## config.mk

```make
export PLATFORM = sky130hd
export DESIGN_NAME = backslash_escape_decoder_top
export DESIGN_NICKNAME = d
export VERILOG_FILES = /design/src/hdl/bed_pkg.sv /design/src/hdl/bed_core.sv /design/src/hdl/backslash_escape_decoder_top.sv
export SDC_FILE = /design/constraint.sdc
export NUM_CORES = 1
export LEC_CHECK = 0
export CORE_MARGIN = 5
export CORE_UTILIZATION = 56
export DETAILED_ROUTE_END_ITERATION = 7
export DONT_BUFFER_PORTS = 1
export GPL_ROUTABILITY_DRIVEN = 0
export PLACE_DENSITY = 0.75
export SKIP_CTS_REPAIR_TIMING = 1
export SYNTH_ARGS = -nofsm -noshare
export SYNTH_HDL_FRONTEND = slang
export SYNTH_SLANG_ARGS = --single-unit
```

## constraint.sdc

```tcl
create_clock -name aclk -period 2.72 [get_ports aclk]
set_clock_uncertainty 0.05 [all_clocks]
set_input_delay 0.136 -clock aclk [delete_from_list [all_inputs] [get_ports aclk]]
set_output_delay 0.136 -clock aclk [all_outputs]
set_load 0.005 [all_outputs]
```

## src/hdl/bed_pkg.sv

```systemverilog
`default_nettype none

package bed_pkg;

    // Character codes the decoder recognizes
    localparam logic [7:0] CHAR_BSLASH  = 8'h5C;
    localparam logic [7:0] CHAR_T       = 8'h74;
    localparam logic [7:0] CHAR_N       = 8'h6E;
    localparam logic [7:0] CHAR_S       = 8'h73;
    localparam logic [7:0] CHAR_TAB     = 8'h09;
    localparam logic [7:0] CHAR_NEWLINE = 8'h0A;
    localparam logic [7:0] CHAR_SPACE   = 8'h20;

    localparam int unsigned HEX_RADIX = 16;
    localparam int unsigned NIB_W     = $clog2(HEX_RADIX);

    typedef enum logic [2:0] {
        ST_OK      = 3'd0,
        ST_TRAIL   = 3'd1,
        ST_MISSING = 3'd2,
        ST_BADHEX  = 3'd3,
        ST_UNKNOWN = 3'd4
    } status_t;

    typedef enum logic [1:0] {
        MODE_NORMAL = 2'd0,
        MODE_ESCAPE = 2'd1,
        MODE_HEX    = 2'd2
    } mode_t;

    // One decoded result plus a flag saying whether the item produces one
    typedef struct packed {
        logic          emit;
        logic [7:0]    out_byte;
        logic          has_byte;
        status_t       status;
        logic          out_last;
    } result_t;

    // Digit value in the low bits; top bit set when the byte is not a hex digit
    function automatic logic [NIB_W:0] hex_value(input logic [7:0] c);
        logic [NIB_W:0] v;
        v = (NIB_W + 1)'(HEX_RADIX);
        if (c >= 8'h30 && c <= 8'h39) begin
            v = (NIB_W + 1)'(c - 8'h30);
        end else if (c >= 8'h61 && c <= 8'h66) begin
            v = (NIB_W + 1)'(c - 8'h61 + 8'd10);
        end else if (c >= 8'h41 && c <= 8'h46) begin
            v = (NIB_W + 1)'(c - 8'h41 + 8'd10);
        end
        return v;
    endfunction

endpackage

`default_nettype wire

```

## src/hdl/bed_core.sv

```systemverilog
`default_nettype none

module bed_core (
    input  wire logic            aclk,
    input  wire logic            aresetn,
    input  wire logic            fire,
    input  wire logic [7:0]      in_byte,
    input  wire logic            in_last,
    output bed_pkg::result_t     result
);
    import bed_pkg::*;

    mode_t             mode_reg, mode_next;
    logic [NIB_W-1:0]  nib_reg, nib_next;
    status_t           err_reg, err_next;

    logic [NIB_W:0]    h;
    logic              is_hex;
    logic              have;
    logic [7:0]        val;

    always_comb begin
        h         = hex_value(in_byte);
        is_hex    = ~h[NIB_W];
        mode_next = mode_reg;
        nib_next  = nib_reg;
        err_next  = err_reg;
        have      = 1'b0;
        val       = 8'd0;

        if (err_reg == ST_OK) begin
            unique case (mode_reg)
                MODE_ESCAPE: begin
                    if (is_hex) begin
                        nib_next  = h[NIB_W-1:0];
                        mode_next = MODE_HEX;
                        if (in_last) err_next = ST_MISSING;
                    end else begin
                        mode_next = MODE_NORMAL;
                        have      = 1'b1;
                        case (in_byte)
                            CHAR_BSLASH: val = CHAR_BSLASH;
                            CHAR_T:      val = CHAR_TAB;
                            CHAR_N:      val = CHAR_NEWLINE;
                            CHAR_S:      val = CHAR_SPACE;
                            default: begin
                                have     = 1'b0;
                                err_next = ST_UNKNOWN;
                            end
                        endcase
                    end
                end
                MODE_HEX: begin
                    mode_next = MODE_NORMAL;
                    if (is_hex) begin
                        val  = {nib_reg, h[NIB_W-1:0]};
                        have = 1'b1;
                    end else begin
                        err_next = ST_BADHEX;
                    end
                end
                default: begin
                    mode_next = MODE_NORMAL;
                    if (in_byte == CHAR_BSLASH) begin
                        mode_next = MODE_ESCAPE;
                        if (in_last) err_next = ST_TRAIL;
                    end else begin
                        val  = in_byte;
                        have = 1'b1;
                    end
                end
            endcase
        end

        result.emit     = have | in_last;
        result.out_byte = val;
        result.has_byte = have;
        result.status   = in_last ? err_next : ST_OK;
        result.out_last = in_last;
    end

    always_ff @(posedge aclk) begin
        if (!aresetn) begin
            mode_reg <= MODE_NORMAL;
            nib_reg  <= '0;
            err_reg  <= ST_OK;
        end else if (fire) begin
            if (in_last) begin
                // end of string: back to the reset state
                mode_reg <= MODE_NORMAL;
                nib_reg  <= '0;
                err_reg  <= ST_OK;
            end else begin
                mode_reg <= mode_next;
                nib_reg  <= nib_next;
                err_reg  <= err_next;
            end
        end
    end

endmodule

`default_nettype wire

```

## src/hdl/backslash_escape_decoder_top.sv

```systemverilog
`default_nettype none

// Backslash escape decoder. Takes a quoted string one byte per item on the
// s_ channel (s_tlast on its final byte) and gives decoded bytes on the m_
// channel. Ordinary bytes are copied; a backslash plus two hex digits gives
// that byte, and backslash plus backslash, t, n or s gives backslash, tab,
// newline or space. A non-last item that completes nothing (a backslash, a
// first hex digit, anything after an error) gives no result. The final byte
// always gives one result with m_tlast set and the string's status in
// m_tuser; after the first error no further bytes come out. Throughput is
// one item per cycle while m_tready does not hold the result register: each
// item is captured in the input register, decoded by the escape tracker in a
// single pass, and lands in the result register, which drives m_tvalid.
module backslash_escape_decoder_top (
    input  wire logic        aclk,
    input  wire logic        aresetn,
    input  wire logic        s_tvalid,
    output wire logic        s_tready,
    input  wire logic [7:0]  s_tdata,   // [7:0] in_byte
    input  wire logic        s_tlast,   // in_last
    output wire logic        m_tvalid,
    input  wire logic        m_tready,
    output wire logic [7:0]  m_tdata,   // [7:0] out_byte
    output wire logic [3:0]  m_tuser,   // [0] has_byte, [3:1] status
    output wire logic        m_tlast    // out_last
);
    import bed_pkg::*;

    // Input register
    logic        in_valid_reg;
    logic [7:0]  in_byte_reg;
    logic        in_last_reg;

    // Result register
    logic        out_valid_reg;
    logic [7:0]  out_byte_reg;
    logic        out_has_reg;
    status_t     out_status_reg;
    logic        out_last_reg;

    logic        out_free;
    logic        fire;
    result_t     result;

    // Result register can load when empty or being drained this cycle
    assign out_free = ~out_valid_reg | m_tready;
    // Hand the buffered item to the decoder whenever the result side can take it
    assign fire     = in_valid_reg & out_free;
    assign s_tready = ~in_valid_reg | out_free;

    always_ff @(posedge aclk) begin
        if (!aresetn) begin
            in_valid_reg <= 1'b0;
        end else if (s_tready) begin
            in_valid_reg <= s_tvalid;
        end
    end

    always_ff @(posedge aclk) begin
        if (s_tready && s_tvalid) begin
            in_byte_reg <= s_tdata;
            in_last_reg <= s_tlast;
        end
    end

    bed_core u_core (
        .aclk    (aclk),
        .aresetn (aresetn),
        .fire    (fire),
        .in_byte (in_byte_reg),
        .in_last (in_last_reg),
        .result  (result)
    );

    always_ff @(posedge aclk) begin
        if (!aresetn) begin
            out_valid_reg <= 1'b0;
        end else if (out_free) begin
            // drop items that complete nothing
            out_valid_reg <= fire & result.emit;
        end
    end

    always_ff @(posedge aclk) begin
        if (fire && result.emit) begin
            out_byte_reg   <= result.out_byte;
            out_has_reg    <= result.has_byte;
            out_status_reg <= result.status;
            out_last_reg   <= result.out_last;
        end
    end

    assign m_tvalid = out_valid_reg;
    assign m_tdata  = out_byte_reg;
    assign m_tuser  = {out_status_reg, out_has_reg};
    assign m_tlast  = out_last_reg;

    // A status other than ok only travels on the final result of a string
    a_status_on_last: assert property (@(posedge aclk) disable iff (!aresetn)
        m_tvalid && !m_tlast |-> out_status_reg == ST_OK)
        else $error("error status on a non-final result");

    // Every non-final result carries a byte
    a_nonlast_has_byte: assert property (@(posedge aclk) disable iff (!aresetn)
        m_tvalid && !m_tlast |-> out_has_reg)
        else $error("non-final result without a byte");

    // An empty result carries a zero byte
    a_empty_zero: assert property (@(posedge aclk) disable iff (!aresetn)
        m_tvalid && !out_has_reg |-> out_byte_reg == 8'd0)
        else $error("empty result with nonzero byte");

    // A result with a byte never carries an error status
    a_byte_status: assert property (@(posedge aclk) disable iff (!aresetn)
        m_tvalid && out_has_reg |-> out_status_reg == ST_OK)
        else $error("decoded byte together with an error status");

endmodule

`default_nettype wire
```

==> impl_metrics.env <==
export IMPL_run_status="completed"
export IMPL_fp_row_count=20
export IMPL_synth_nets=195
export IMPL_clock_sinks=33
export IMPL_grt_max_degree=14
export IMPL_setup_viol=0
export IMPL_grt_total_usage_pct=18.9
export IMPL_synthCells=176
export IMPL_path_class="flop to flop"
export IMPL_drc=0
export IMPL_area_growth_pct=13.3
export IMPL_design_die_area_mm2=0.00446
export IMPL_worstSkewPairLatency_ns=0.32
export IMPL_grt_pass1_vias=1358
export IMPL_hp_class="primary input to flop"
export IMPL_placedCellCount=218
export IMPL_initial_utilization_pct=58.7
export IMPL_max_freq_mhz=388
export IMPL_reg2reg_slack_ns=0.14
export IMPL_slowest_stage="edfxtp_1"
export IMPL_fin_nets=214
export IMPL_core_area_mm2=0.00308
export IMPL_period_share_pct=94.7
export IMPL_io_buffers=0
export IMPL_diodes=0
export IMPL_wire_per_inst_um=16.3
export IMPL_yosysTopAreaCell="edfxtp_1"
export IMPL_clock_root_buffer="clkbuf_4"
export IMPL_antenna_found_initial=0
export IMPL_rsz0062_at_grt="no"
export IMPL_clockBufferDepth=2
export IMPL_final_cell_count_no_fill=240
export IMPL_power_density_mw_per_mm2=450
export IMPL_drt_iter0_markers=86
export IMPL_path_buf_inv=2
export IMPL_layout_drive_gt1_share_pct=10.7
export IMPL_h_tree_depth=2
export IMPL_end_kind="flop"
export IMPL_grt_overflow_total=0
export IMPL_synth_area_leaders="edfxtp_1 (37%), dfxtp_1 (12%), a21oi_1 (5.0%)"
export IMPL_slew_headroom_pct=66.9
export IMPL_crit_arrival_ns=2.61
export IMPL_first_pass_iters=4
export IMPL_start_kind="flop"
export IMPL_leakage_nw=0.710
export IMPL_critPathMostFrequentCell="and4_1"
export IMPL_vdd_drop_max_v=0.000299
export IMPL_path_clk_slew_ns=0.10
export IMPL_async_flop_share_pct=0
export IMPL_ys_ff_latch=33
export IMPL_syn_area_mm2=0.00181
export IMPL_setup_tns_ns=0
export IMPL_path_delay_family="simple AND/OR/NAND/NOR gates"
export IMPL_viasPerCell=6.23
export IMPL_crit_required_ns=2.75
export IMPL_final_hold_viol_count=0
export IMPL_fin_util_pct=66.5
export IMPL_slew_viol_final=0
export IMPL_crit_path_cell_trace="inv_1 -> ha_1 -> or3b_1 -> and4_1 -> o21ai_0 -> and4_1 -> o21ai_1 -> buf_4"
export IMPL_final_cell_area_mm2=0.00205
export IMPL_report_power_total_mw=0.921
export IMPL_worst_path_largest_cell_delay_ns=0.47
export IMPL_final_min_clock_period_ns=2.58
export IMPL_finalWirelength_um=3910
export IMPL_ant_nets=0
export IMPL_drv_cap=0
export IMPL_cts_buffers=5
export IMPL_cts_tree="built"
export IMPL_grt_pass1_wl_um=6290
export IMPL_place_area_mm2=0.00186
export IMPL_io_pins=28
export IMPL_synth_top_cell_area_share_pct=36.5
export IMPL_synth_edff_count=22
export IMPL_ys_seq_area_share_pct=48.7
export IMPL_worstMarginPinSlew_ns=0.495
export IMPL_yosys_warnings=0
export IMPL_dp_hpwl_um=2840
export IMPL_die_h_um=66.8
export IMPL_synthFlopType="edfxtp_1"
export IMPL_path_max_fanout=13
export IMPL_syn_area_per_cell_um2=10.3
export IMPL_synth_cell_type_count=49
export IMPL_vias=1494
export IMPL_die_x_um=66.8
layout make-up:
| class | count | area, µm² |
|---|---|---|
| repair buffers | 18 | 163 |
| flip-flops and latches | 33 | 881 |
| clock buffers | 6 | 41.3 |
| well taps | 44 | 55.1 |
| inverters | 8 | 30.0 |
| clock inverters | 2 | 11.3 |
| fillers | 240 | 1030 |
| multi-input cells | 129 | 867 |
per-layer routing:
metal  share of wire (%)  track usage, %  vias to the layer above
met2                  49            29.7                       83
met5                   0               0                        -
met1                  42            24.1                      693
met3                 6.8            5.56                       10
li1                    -               -                      708
met4                 2.3            7.61                        0
cells in the final DEF (no fill, tap or decap), drive strengths merged, types with 2 or more instances in the layout:
cell         instances
a211o                3
a21oi               19
a41oi                3
and2                 3
and3                 4
and4                 3
buf                  7
clkbuf               6
dfxtp               11
dlygate4sd3         11
edfxtp              22
ha                   6
inv                  8
nand2               16
nand2b               4
nand3                7
nand4                2
nor2                 9
nor2b                4
nor3                 6
nor4b                2
o211ai               2
o21ai               13
where the power goes:
part / total, mW / switching, mW / internal, mW
Combinational: 0.0841 / 0.0457 / 0.0383
Sequential: 0.585 / 0.0239 / 0.561
Clock: 0.252 / 0.153 / 0.0982
cell families after synthesis:
logic type / synth area share [%]
adder cells (fa/ha/maj): 4.15
AO/OA/AOI/OAI: 20.3
AND/OR/NAND/NOR: 22.3
flip-flops: 48.7
buffers and inverters: 3.32
multiplexers: 1.18
path summary, 6_finish.rpt:
kind | start | endpoint | cells after the start
worst min-delay path | aresetn | u_core.mode_reg[1]$_SDFFE_PN0P_ | 2
worst max register to register | in_byte_reg[0]$_DFFE_PP_ | m_tdata[0]$_SDFFCE_PP0P_ | 8
worst min register to register | u_core.nib_reg[2]$_SDFFE_PN0P_ | u_core.nib_reg[2]$_SDFFE_PN0P_ | 2
worst max-delay path | in_byte_reg[0]$_DFFE_PP_ | m_tdata[0]$_SDFFCE_PP0P_ | 8
cells in the mapped netlist, types with 2 or more instances:
master    number
edfxtp_1      22
nand2b_1       4
a211o_1        3
and3_1         4
nand3_1        7
and2_1         3
ha_1           6
nor3_1         5
dfxtp_1       11
nor2_1         9
nor2b_1        4
a21oi_1       18
nor4b_2        2
inv_1          8
and4_1         3
clkbuf_1       2
nand2_1       16
a41oi_1        3
o21ai_0       13
nand4_1        2
buf_2          3
through the flow:
stage	hold slack [ns]	setup slack [ns]
floorplan	0.185	0.0656
global placement	0.185	0.307
detailed placement	0.185	0.163
CTS	-0.164	0.146
global route	0.00852	0.00496
finish	0.000218	0.143
Power figures use the tool's default switching activity.
